## config.mk

```make
export PLATFORM = sky130hd
export DESIGN_NAME = memory_map_attribute_coalescer
export DESIGN_NICKNAME = d
export VERILOG_FILES = /design/src/hdl/mmac_pkg.sv /design/src/hdl/mmac_core.sv /design/src/hdl/mmac_fifo.sv /design/src/hdl/memory_map_attribute_coalescer.sv
export VERILOG_INCLUDE_DIRS = /design/src /design/src/hdl
export SDC_FILE = /design/constraint.sdc
export NUM_CORES = 2
export LEC_CHECK = 0
export ABC_CLOCK_PERIOD_IN_PS = 27700
export BUFFER_PORTS_ARGS = -buffer_cell sky130_fd_sc_hd__buf_2
export CAP_MARGIN = 20
export CELL_PAD_IN_SITES_DETAIL_PLACEMENT = 0
export CELL_PAD_IN_SITES_GLOBAL_PLACEMENT = 2
export CORE_MARGIN = 2
export CORE_UTILIZATION = 47
export CTS_BUF_LIST = sky130_fd_sc_hd__clkbuf_2
export CTS_CLUSTER_SIZE = 8
export DETAILED_ROUTE_END_ITERATION = 8
export PLACE_DENSITY_LB_ADDON = 0.2
export SETUP_SLACK_MARGIN = 0.4
export SLEW_MARGIN = 40
export SYNTH_ARGS = -nofsm -noshare
export SYNTH_HDL_FRONTEND = slang
export SYNTH_SLANG_ARGS = --single-unit
```

## constraint.sdc

```tcl
create_clock -name clk -period 27.7 [get_ports clk]
set_input_delay 5.54 -clock clk [delete_from_list [all_inputs] [get_ports clk]]
set_output_delay 5.54 -clock clk [all_outputs]
set_load 0.05 [all_outputs]
```

## src/hdl/memory_map_attribute_coalescer_macros.svh

```systemverilog
// Assertion helpers for the memory map attribute coalescer.
// Both sample on clk and are disabled while rst_n is low.
`ifndef MEMORY_MAP_ATTRIBUTE_COALESCER_MACROS_SVH
`define MEMORY_MAP_ATTRIBUTE_COALESCER_MACROS_SVH

// Same-cycle implication.
`define MMAC_ASSERT_IMPL(label, ante, cons) \
  label: assert property (@(posedge clk) disable iff (!rst_n) (ante) |-> (cons)) \
    else $error("assertion failed: same-cycle implication");

// Next-cycle implication.
`define MMAC_ASSERT_NEXT(label, ante, cons) \
  label: assert property (@(posedge clk) disable iff (!rst_n) (ante) |=> (cons)) \
    else $error("assertion failed: next-cycle implication");

`endif

```

## src/hdl/mmac_pkg.sv

```systemverilog
package mmac_pkg;

  // One incoming memory map descriptor
  typedef struct packed {
    logic [31:0] mem_type;
    logic [63:0] phys_start;
    logic [63:0] virt_start;
    logic [51:0] page_count;
    logic [63:0] attributes;
    logic        end_of_map;
  } mmac_in_t;

  // One coalesced descriptor
  typedef struct packed {
    logic [31:0] out_type;
    logic [63:0] out_phys_start;
    logic [63:0] out_virt_start;
    logic [51:0] out_pages;
    logic [63:0] out_attributes;
    logic        out_last;
  } mmac_out_t;

  // Configuration register values
  typedef struct packed {
    logic [31:0] code_type;
    logic [63:0] readonly_mask;
    logic [63:0] noexec_mask;
  } mmac_cfg_t;

  // Push controls from the merge core to the result queue
  typedef struct packed {
    logic push0;
    logic push1;
  } mmac_push_t;

  // Register indexes
  localparam int CFG_IDX_W = 2;
  localparam logic [CFG_IDX_W-1:0] CFG_CODE_TYPE     = 2'd0;
  localparam logic [CFG_IDX_W-1:0] CFG_READONLY_MASK = 2'd1;
  localparam logic [CFG_IDX_W-1:0] CFG_NOEXEC_MASK   = 2'd2;

  // Register reset values
  localparam logic [31:0] RST_CODE_TYPE     = 32'd5;
  localparam logic [63:0] RST_READONLY_MASK = 64'h0000_0000_0002_0000;
  localparam logic [63:0] RST_NOEXEC_MASK   = 64'h0000_0000_0000_4000;

  localparam logic [51:0] PAGES_MAX = {52{1'b1}};

  // Result queue depth; two slots are reserved per processed item
  localparam int FIFO_DEPTH = 4;

endpackage

```

## src/hdl/mmac_core.sv

```systemverilog
module mmac_core #(
  parameter int PAGE_SHIFT = 12
) (
  input  logic               clk,
  input  logic               rst_n,
  input  logic               go,
  input  mmac_pkg::mmac_in_t  item,
  input  mmac_pkg::mmac_cfg_t cfg,
  output mmac_pkg::mmac_push_t push,
  output mmac_pkg::mmac_out_t res0,
  output mmac_pkg::mmac_out_t res1
);

  // Pending descriptor
  logic        pend_vld_r, pend_vld_nxt;
  logic [31:0] pend_type_r, pend_type_nxt;
  logic [63:0] pend_phys_r, pend_phys_nxt;
  logic [63:0] pend_virt_r, pend_virt_nxt;
  logic [51:0] pend_pages_r, pend_pages_nxt;
  logic [63:0] pend_attr_r, pend_attr_nxt;

  logic [63:0] attr_fix;
  logic [63:0] pend_end;
  logic [52:0] page_sum;
  logic [51:0] page_sat;
  logic        merge;
  logic        emit_old;
  mmac_pkg::mmac_out_t res_old;
  mmac_pkg::mmac_out_t res_flush;

  // Attribute fixup: zero mask gets read-only for code, no-execute otherwise
  always_comb begin
    if (item.attributes != 64'd0) begin
      attr_fix = item.attributes;
    end else if (item.mem_type == cfg.code_type) begin
      attr_fix = cfg.readonly_mask;
    end else begin
      attr_fix = cfg.noexec_mask;
    end
  end

  // End address of the pending run, wraps at 64 bits
  assign pend_end = pend_phys_r + (64'(pend_pages_r) << PAGE_SHIFT);

  assign merge = pend_vld_r && (item.mem_type == pend_type_r) &&
                 (attr_fix == pend_attr_r) && (pend_end == item.phys_start);
  assign emit_old = pend_vld_r && !merge;

  // Saturating page sum
  assign page_sum = {1'b0, pend_pages_r} + {1'b0, item.page_count};
  assign page_sat = page_sum[52] ? mmac_pkg::PAGES_MAX : page_sum[51:0];

  // Next pending descriptor
  always_comb begin
    pend_vld_nxt   = pend_vld_r;
    pend_type_nxt  = pend_type_r;
    pend_phys_nxt  = pend_phys_r;
    pend_virt_nxt  = pend_virt_r;
    pend_pages_nxt = pend_pages_r;
    pend_attr_nxt  = pend_attr_r;
    if (merge) begin
      pend_pages_nxt = page_sat;
    end else begin
      pend_type_nxt  = item.mem_type;
      pend_phys_nxt  = item.phys_start;
      pend_virt_nxt  = item.virt_start;
      pend_pages_nxt = item.page_count;
      pend_attr_nxt  = attr_fix;
    end
    if (go) begin
      pend_vld_nxt = !item.end_of_map;
    end
  end

  // Result items: displaced run first, then the end-of-map flush
  always_comb begin
    res_old.out_type       = pend_type_r;
    res_old.out_phys_start = pend_phys_r;
    res_old.out_virt_start = pend_virt_r;
    res_old.out_pages      = pend_pages_r;
    res_old.out_attributes = pend_attr_r;
    res_old.out_last       = 1'b0;

    res_flush.out_type       = pend_type_nxt;
    res_flush.out_phys_start = pend_phys_nxt;
    res_flush.out_virt_start = pend_virt_nxt;
    res_flush.out_pages      = pend_pages_nxt;
    res_flush.out_attributes = pend_attr_nxt;
    res_flush.out_last       = 1'b1;
  end

  assign res0       = emit_old ? res_old : res_flush;
  assign res1       = res_flush;
  assign push.push0 = go && (emit_old || item.end_of_map);
  assign push.push1 = go && emit_old && item.end_of_map;

  // Pending registers
  always_ff @(posedge clk) begin
    if (!rst_n) begin
      pend_vld_r <= 1'b0;
    end else begin
      pend_vld_r <= pend_vld_nxt;
    end
    if (go) begin
      pend_type_r  <= pend_type_nxt;
      pend_phys_r  <= pend_phys_nxt;
      pend_virt_r  <= pend_virt_nxt;
      pend_pages_r <= pend_pages_nxt;
      pend_attr_r  <= pend_attr_nxt;
    end
  end

endmodule

```

## src/hdl/mmac_fifo.sv

```systemverilog
module mmac_fifo (
  input  logic                 clk,
  input  logic                 rst_n,
  input  mmac_pkg::mmac_push_t push,
  input  mmac_pkg::mmac_out_t  wdata0,
  input  mmac_pkg::mmac_out_t  wdata1,
  output logic                 room,
  output logic                 out_valid,
  input  logic                 out_stall,
  output mmac_pkg::mmac_out_t  out_item
);

  localparam int PTR_W = $clog2(mmac_pkg::FIFO_DEPTH);
  localparam int CNT_W = $clog2(mmac_pkg::FIFO_DEPTH + 1);

  mmac_pkg::mmac_out_t mem [mmac_pkg::FIFO_DEPTH];

  logic [PTR_W-1:0] wr_ptr_r, wr_ptr_nxt;
  logic [PTR_W-1:0] rd_ptr_r, rd_ptr_nxt;
  logic [CNT_W-1:0] cnt_r, cnt_nxt;
  logic [PTR_W-1:0] wr_ptr_p1;
  logic             pop;

  assign pop       = (cnt_r != '0) && !out_stall;
  assign out_valid = (cnt_r != '0);
  assign out_item  = mem[rd_ptr_r];
  // Room for the two items one step can produce
  assign room      = (cnt_r <= CNT_W'(mmac_pkg::FIFO_DEPTH - 2));
  assign wr_ptr_p1 = wr_ptr_r + PTR_W'(1);

  // Pointer and level update
  always_comb begin
    wr_ptr_nxt = wr_ptr_r + PTR_W'(push.push0) + PTR_W'(push.push1);
    rd_ptr_nxt = rd_ptr_r + PTR_W'(pop);
    cnt_nxt    = cnt_r + CNT_W'(push.push0) + CNT_W'(push.push1) - CNT_W'(pop);
  end

  always_ff @(posedge clk) begin
    if (!rst_n) begin
      wr_ptr_r <= '0;
      rd_ptr_r <= '0;
      cnt_r    <= '0;
    end else begin
      wr_ptr_r <= wr_ptr_nxt;
      rd_ptr_r <= rd_ptr_nxt;
      cnt_r    <= cnt_nxt;
    end
  end

  // Storage writes, up to two per cycle
  always_ff @(posedge clk) begin
    if (push.push0) begin
      mem[wr_ptr_r] <= wdata0;
    end
    if (push.push1) begin
      mem[wr_ptr_p1] <= wdata1;
    end
  end

endmodule

```

## src/hdl/memory_map_attribute_coalescer.sv

```systemverilog
// Memory map attribute coalescer.
// Input channel (in_valid / in_stall / in_item): one descriptor per item.
// Output channel (out_valid / out_stall / out_item): coalesced descriptors.
// Config channel (cfg_valid / cfg_ready / cfg_index / cfg_wdata): index 0 is
// the code type, 1 the read-only mask, 2 the no-execute mask; cfg_ready is
// always high and writes are meant for idle periods only.
// A descriptor sits in an input register, then one pass of compare, add and
// saturate updates the pending run and pushes 0, 1 or 2 items into a
// four-entry result queue that drives the output directly.
// Throughput: one item per cycle while out_stall stays low and each item
// produces at most one result; an item producing two results takes the
// queue space of two pops. A run's result is pushed into the result queue
// when the item that ends it (a non-mergeable descriptor or the end-of-map
// mark) leaves the input register. in_stall rises when an item is held in
// the input register because the queue lacks room for two items; a stalled
// receiver fills the queue and back-pressures the input beyond two entries.
// Reset empties the queue, drops any pending run, and restores the
// configuration reset values.
module memory_map_attribute_coalescer #(
  parameter int PAGE_SHIFT = 12
) (
  input  logic                                clk,
  input  logic                                rst_n,
  input  logic                                in_valid,
  output logic                                in_stall,
  input  mmac_pkg::mmac_in_t                  in_item,
  output logic                                out_valid,
  input  logic                                out_stall,
  output mmac_pkg::mmac_out_t                 out_item,
  input  logic                                cfg_valid,
  output logic                                cfg_ready,
  input  logic [mmac_pkg::CFG_IDX_W-1:0]      cfg_index,
  input  logic [63:0]                         cfg_wdata
);

  `include "memory_map_attribute_coalescer_macros.svh"

  mmac_pkg::mmac_in_t   in_item_r;
  logic                 in_vld_r, in_vld_nxt;
  logic                 in_accept;
  logic                 go;
  logic                 room;
  mmac_pkg::mmac_cfg_t  cfg_r;
  mmac_pkg::mmac_push_t push;
  mmac_pkg::mmac_out_t  res0;
  mmac_pkg::mmac_out_t  res1;

  // Input register handshake
  assign go        = in_vld_r && room;
  assign in_stall  = in_vld_r && !go;
  assign in_accept = in_valid && !in_stall;

  always_comb begin
    in_vld_nxt = in_vld_r;
    if (in_accept) begin
      in_vld_nxt = 1'b1;
    end else if (go) begin
      in_vld_nxt = 1'b0;
    end
  end

  always_ff @(posedge clk) begin
    if (!rst_n) begin
      in_vld_r <= 1'b0;
    end else begin
      in_vld_r <= in_vld_nxt;
    end
    if (in_accept) begin
      in_item_r <= in_item;
    end
  end

  // Configuration registers
  assign cfg_ready = 1'b1;

  always_ff @(posedge clk) begin
    if (!rst_n) begin
      cfg_r.code_type     <= mmac_pkg::RST_CODE_TYPE;
      cfg_r.readonly_mask <= mmac_pkg::RST_READONLY_MASK;
      cfg_r.noexec_mask   <= mmac_pkg::RST_NOEXEC_MASK;
    end else if (cfg_valid && cfg_ready) begin
      unique case (cfg_index)
        mmac_pkg::CFG_CODE_TYPE:     cfg_r.code_type     <= cfg_wdata[31:0];
        mmac_pkg::CFG_READONLY_MASK: cfg_r.readonly_mask <= cfg_wdata;
        mmac_pkg::CFG_NOEXEC_MASK:   cfg_r.noexec_mask   <= cfg_wdata;
        default: ;
      endcase
    end
  end

  mmac_core #(
    .PAGE_SHIFT (PAGE_SHIFT)
  ) u_core (
    .clk   (clk),
    .rst_n (rst_n),
    .go    (go),
    .item  (in_item_r),
    .cfg   (cfg_r),
    .push  (push),
    .res0  (res0),
    .res1  (res1)
  );

  mmac_fifo u_fifo (
    .clk       (clk),
    .rst_n     (rst_n),
    .push      (push),
    .wdata0    (res0),
    .wdata1    (res1),
    .room      (room),
    .out_valid (out_valid),
    .out_stall (out_stall),
    .out_item  (out_item)
  );

  // Checks
  `MMAC_ASSERT_IMPL(a_push_order, push.push1, push.push0)
  `MMAC_ASSERT_IMPL(a_push_on_go, push.push0, go)
  `MMAC_ASSERT_IMPL(a_flush_on_eom, go && in_item_r.end_of_map, push.push0 && res1.out_last)
  `MMAC_ASSERT_NEXT(a_held_item_kept, in_vld_r && !go, in_vld_r && $stable(in_item_r))

endmodule

```

Word level (Yosys, flattened, before mapping)
Memory sizes are Yosys's and may differ from the RTL's. A register that Yosys moved wholly into a read port is not among the register bits.
Index checks and enable logic that the tools add are counted.

storage, ports and cells
  register bits = 722
  RAM bits = 1108
  input port bits = 348
  output and inout bits = 280
  memories kept = 1

operators by class
  add/subtract/negate cells = 9
  magnitude comparators = 1
  eq/ne operators = 6
  mux-type cells = 16
  reductions and logical operators = 24

memory list
  name        words  width  rd ports  clocked after Yosys merged registers in  write ports  line             text
  u_fifo.mem  4      277    1         1                                        2            mmac_fifo.sv:16  mmac_pkg::mmac_out_t mem [mmac_pkg::FIFO_DEPTH];

operator list
  kind                                                  number
  two-way mux 64 bit                                    5
  two-way mux 277 bit                                   1
  == test 64 bit                                        2
  two-way mux 52 bit                                    2
  adder 64 bit                                          1
  == test 32 bit                                        2
  nonzero test 64 bit                                   1
  adder 52 x 52 -> 53 bit                               1
  two-way mux 32 bit                                    1
  logical AND 1 bit                                     11
  adder 2 x 1 -> 2 bit                                  3
  adder 3 x 1 -> 3 bit                                  2
  two-way mux 1 bit                                     6
  AND reduction 2 bit                                   3
  zero test 1 bit                                       5
  <= comparator 3 x 2 -> 1 bit (second input constant)  1
  nonzero test 3 bit                                    1
  subtractor 3 x 1 -> 3 bit                             1
  adder 2 x 1 -> 2 bit (second input constant)          1
  == test 2 x 1 -> 1 bit (second input constant)        1
  == test 2 bit (second input constant)                 1
  zero test 2 bit                                       1
  two-way mux 2 bit                                     1
  nonzero test 2 bit                                    1
  logical OR 1 bit                                      1

Depth between registers and ports, before layout
  depth after elaboration = 13
  mapped depth = 24
  mapped depth without buffers = 22

Modules after synthesis
A second synthesis with hierarchy kept.

second synthesis, totals
  cells, all modules = 6096
  area, all modules = 93168.1 µm²

modules (own cells, without submodules)
  module                          times used  cells each  area each (µm²)  seq. area each (µm²)
  mmac_fifo                       1           2721        53662.7          33412.0
  mmac_core                       1           2497        25097.8          8308.0
  memory_map_attribute_coalescer  1           878         14407.6          11541.1

Worst setup path before layout
No wires, ideal clock.

  path type = input -> register
  start = in in_valid
  end = reg in_item_r[0] in the netlist's numbering, enable pin
  library setup time = 0.946 ns
  arrival time = 17.453 ns
  data required time = 26.754 ns
  path slack = 9.301 ns
  stages on the path = 1
  path buffers = 0
  path through = nor2b_1

on the way
  longest elaborated chain between the ends = 1

ends and longest elaborated chain
  item                  line                                  text
  start, declared       memory_map_attribute_coalescer.sv:24  input logic in_valid,
  logical AND 1 bit     memory_map_attribute_coalescer.sv:51  assign in_accept = in_valid && !in_stall;
  end signal, assigned  memory_map_attribute_coalescer.sv:69  in_item_r <= in_item;
  end, declared         memory_map_attribute_coalescer.sv:38  mmac_pkg::mmac_in_t in_item_r;

No other way between the ends.
A chain may end at the register's enable or synchronous reset.

==> impl_metrics.env <==
export IMPL_finish_instance_area_um2=97500
export IMPL_floorplan_initialDensity=0.473
export IMPL_clk_latency_ps=2060
export IMPL_nFillCells=16500
export IMPL_dpl_instance_area_um2=93100
export IMPL_nets=8076
export IMPL_use_met1=0.418
export IMPL_post_dp_hpwl_mm=200
export IMPL_wl_per_cell_um=29.8
export IMPL_post_cts_setup_buffers=0
export IMPL_crit_arrival_ps=4830
export IMPL_pwr_density_cell_nw_per_um2=80.4
export IMPL_worst_setup_path_end_kind="output port"
export IMPL_via_per_inst=6.08
export IMPL_seq_area_frac_synth=0.607
export IMPL_fmax_mhz=96.5
export IMPL_met3_usage=0.0515
export IMPL_drt_iter0_drc=6649
export IMPL_die_w_um=436
export IMPL_p_switching_mw=3.11
export IMPL_grtUsageTotal=0.320
export IMPL_synth_top_area_share=0.568
export IMPL_synthFlopType="edfxtp_1"
export IMPL_busiest_layer="met2"
export IMPL_path_buf_inv=3
export IMPL_power_frac_seq=0.446
export IMPL_critPathKind="reg -> out"
export IMPL_ant_nets=0
export IMPL_crit_required_ps=22160
export IMPL_synth_seq_cells=1830
export IMPL_wirelength_mm=312
export IMPL_cts_root_buf="clkbuf_2"
export IMPL_netlist_instances=6940
export IMPL_hold_viol=0
export IMPL_final_cells=10500
export IMPL_yosys_area_top_type="edfxtp_1"
export IMPL_post_cts_resize_count=0
export IMPL_final_cell_mix="edfxtp_1, nand2_1, clkbuf_2, buf_2, o21ai_1"
export IMPL_tightest_slew_ps=1350
export IMPL_critical_path_cell_chain="buf_6 -> buf_6 -> mux4_2 -> buf_2"
export IMPL_clockBufferDepth=4
export IMPL_cts_tree="yes"
export IMPL_cp_start_kind="flop"
export IMPL_setup_violations=0
export IMPL_overflow=0
export IMPL_grt_pass1_vias=62400
export IMPL_worst_path_max_delay_cell="dfxtp_4"
export IMPL_die_h_um=436
export IMPL_synthesis_nets=7399
export IMPL_syn_to_final_growth_pct=11.2
export IMPL_syn_area_um2=87700
export IMPL_place_inst=9606
export IMPL_grt_pass1_wl_mm=444
export IMPL_grt_max_degree=118
export IMPL_synth_cell_type_count=90
export IMPL_final_common_cell="edfxtp_1"
export IMPL_io_pins=628
export IMPL_slowest_delay_ps=660
export IMPL_peakVddDrop_v=0.0000631
export IMPL_finalMaxSlewViolations=0
export IMPL_grt_use_met2=0.523
export IMPL_ys_warn_count=0
export IMPL_internal_power_mw=4.73
export IMPL_synth_edff_count=1657
export IMPL_clock_sink_count=1830
export IMPL_clkTransAtPathRegs_ps=110
export IMPL_cts_max_level=5
export IMPL_route_detailed_drc=0
export IMPL_antenna_found_initial=35
export IMPL_skew_ps=220
export IMPL_netlist_top_cells_area="edfxtp_1, mux4_2, nand2_1"
export IMPL_critPathTopFamily="buffers and inverters"
export IMPL_hold_buffers=0
export IMPL_drive_above_1_share=0.230
export IMPL_globalplace_congestion=0.955
export IMPL_drt_first_pass_iters=6
export IMPL_slew_headroom=0.102
export IMPL_coreArea_um2=185000
export IMPL_fin_util=0.526
export IMPL_grt_setup_unrepaired="false"
export IMPL_critPathMaxFanout=42
export IMPL_synthArstFlopShare=0
export IMPL_min_path_type="reg -> reg"
export IMPL_port_buffer_count=626
export IMPL_dieArea_um2=190000
export IMPL_syn_area_per_cell_um2=12.6
export IMPL_clock_power_share=0.239
export IMPL_cpMostUsedCell="buf_6"
export IMPL_period_minus_slack_ps=10370
export IMPL_cap_violations=0
export IMPL_leakage_nw=35.3
export IMPL_p_comb_frac=0.315
export IMPL_status="finished, final reports clean"
export IMPL_via_count=63700
export IMPL_rows=158
export IMPL_fin_tns_setup_ps=0
export IMPL_power_share_switching=0.397
export IMPL_fin_crit_sh=0.374
export IMPL_cts_made_buffers=486
## worst reg2reg max path, cell delays in order, from the launching register on
cell and delay, ps:
edfxtp_1 540, xor2_1 190, nor4_1 560, and4_2 370
buf_4 550, nand2_4 580, a311oi_1 690, inv_1 130
xnor2_1 420, nand4_1 190, nor4_2 720, nand4_1 410
a2111oi_1 560, nand4_4 140, buf_6 330, and2_1 610
nand2_1 440, nand3_4 400, buf_12 350, buf_16 230
buf_4 440
## state kept, by name, summed over array words and instances, names as in the netlist, 2 cells and up
register,cells
u_fifo.cnt_r,3
u_core.pend_pages_r,52
u_core.pend_attr_r,64
u_core.pend_type_r,32
u_fifo.wr_ptr_r,2
u_core.pend_virt_r,64
u_fifo.rd_ptr_r,2
in_item_r,277
u_fifo.mem,1108
u_core.pend_phys_r,64
cfg_r,160
## power groups by stage
| stage | Clock, mW | Sequential [mW] | Combinational [mW] |
|---|---|---|---|
| 2_1_floorplan | 0 | 3.50 | 1.70 |
| 3_3_place_gp | 0 | 3.56 | 2.44 |
| 3_5_place_dp | 0 | 3.55 | 2.47 |
| 4_1_cts | 1.92 | 3.49 | 2.47 |
| 5_1_grt | 2.05 | 3.51 | 2.58 |
| 6_report | 1.87 | 3.50 | 2.47 |
## synthesized netlist by cell type (17+ instances only)
cell and instances:
o21ai_0 350, o21a_1 28, a21oi_1 142, nand3b_1 26
o211ai_1 19, edfxtp_1 1657, mux4_2 277, and2_1 22
o22ai_1 23, a31oi_1 19, and3_1 26, xnor2_1 130
a22o_1 421, inv_1 267, dfxtp_1 173, a211oi_1 17
and4_1 47, nor3_1 37, xor2_1 95, a21boi_0 160
o21ai_1 461, buf_2 115, nand3_1 51, clkbuf_1 363
nor2_1 112, a22oi_1 55, nand4_1 49, a311oi_1 26
buf_1 46, ha_1 106, nand2_1 1100, mux2i_1 164
nand2b_1 23, nor2b_1 28, nor4_1 47, a21o_1 39
## cells by family (layout without fill, tap and decap cells)
kind of cell	after synthesis	after routing	share of synthesized area
flops	1830	1830	0.607
fa+ha+maj	111	111	0.0163
simple gates	1626	1626	0.0829
xor+xnor	225	225	0.0225
other cells	1	24	0.0000428
compound gates	1882	1882	0.142
buf+inv	819	1844	0.0385
mux	446	446	0.0906
## layer usage
layer  share of wire  up-vias  routed length [µm]
met5        0.000067        -                  21
met4           0.049        4               15200
li1                -    28000                   -
met3           0.073      639               22800
met1            0.39    31800              123000
met2            0.48     3274              151000
## worst paths after layout
kind	slack (ps)	from	endpoint	cells past startpoint
worst min-delay path	470	cfg_r[47]	cfg_r[47]	2
worst max-delay path	17330	u_fifo.rd_ptr_r[0]	out_item[116]	4
worst min register to register	470	cfg_r[47]	cfg_r[47]	2
worst max register to register	18340	in_item_r[260]	u_fifo.mem[2][106]	20
## through the flow
stage	hold WS (ps)	worst slack, ps	total power, mW
2_1_floorplan	432	9300	5.19
3_3_place_gp	434	16920	6.00
3_5_place_dp	441	18440	6.02
4_1_cts	467	16880	7.89
5_1_grt	477	16940	8.15
6_report	467	17330	7.84
## area by class of cell
type	instances	area, µm²	share of cell area
clock inverters	120	616	0.00631
clock buffers	716	3580	0.0368
multi-input cells	4291	31300	0.321
flip-flops and latches	1830	53200	0.546
diodes	23	57.6	0.000590
repair buffers	740	4570	0.0468
well taps	2480	3100	0.0318
inverters	268	1010	0.0104
No activity file was read; power rests on OpenSTA's default activity.
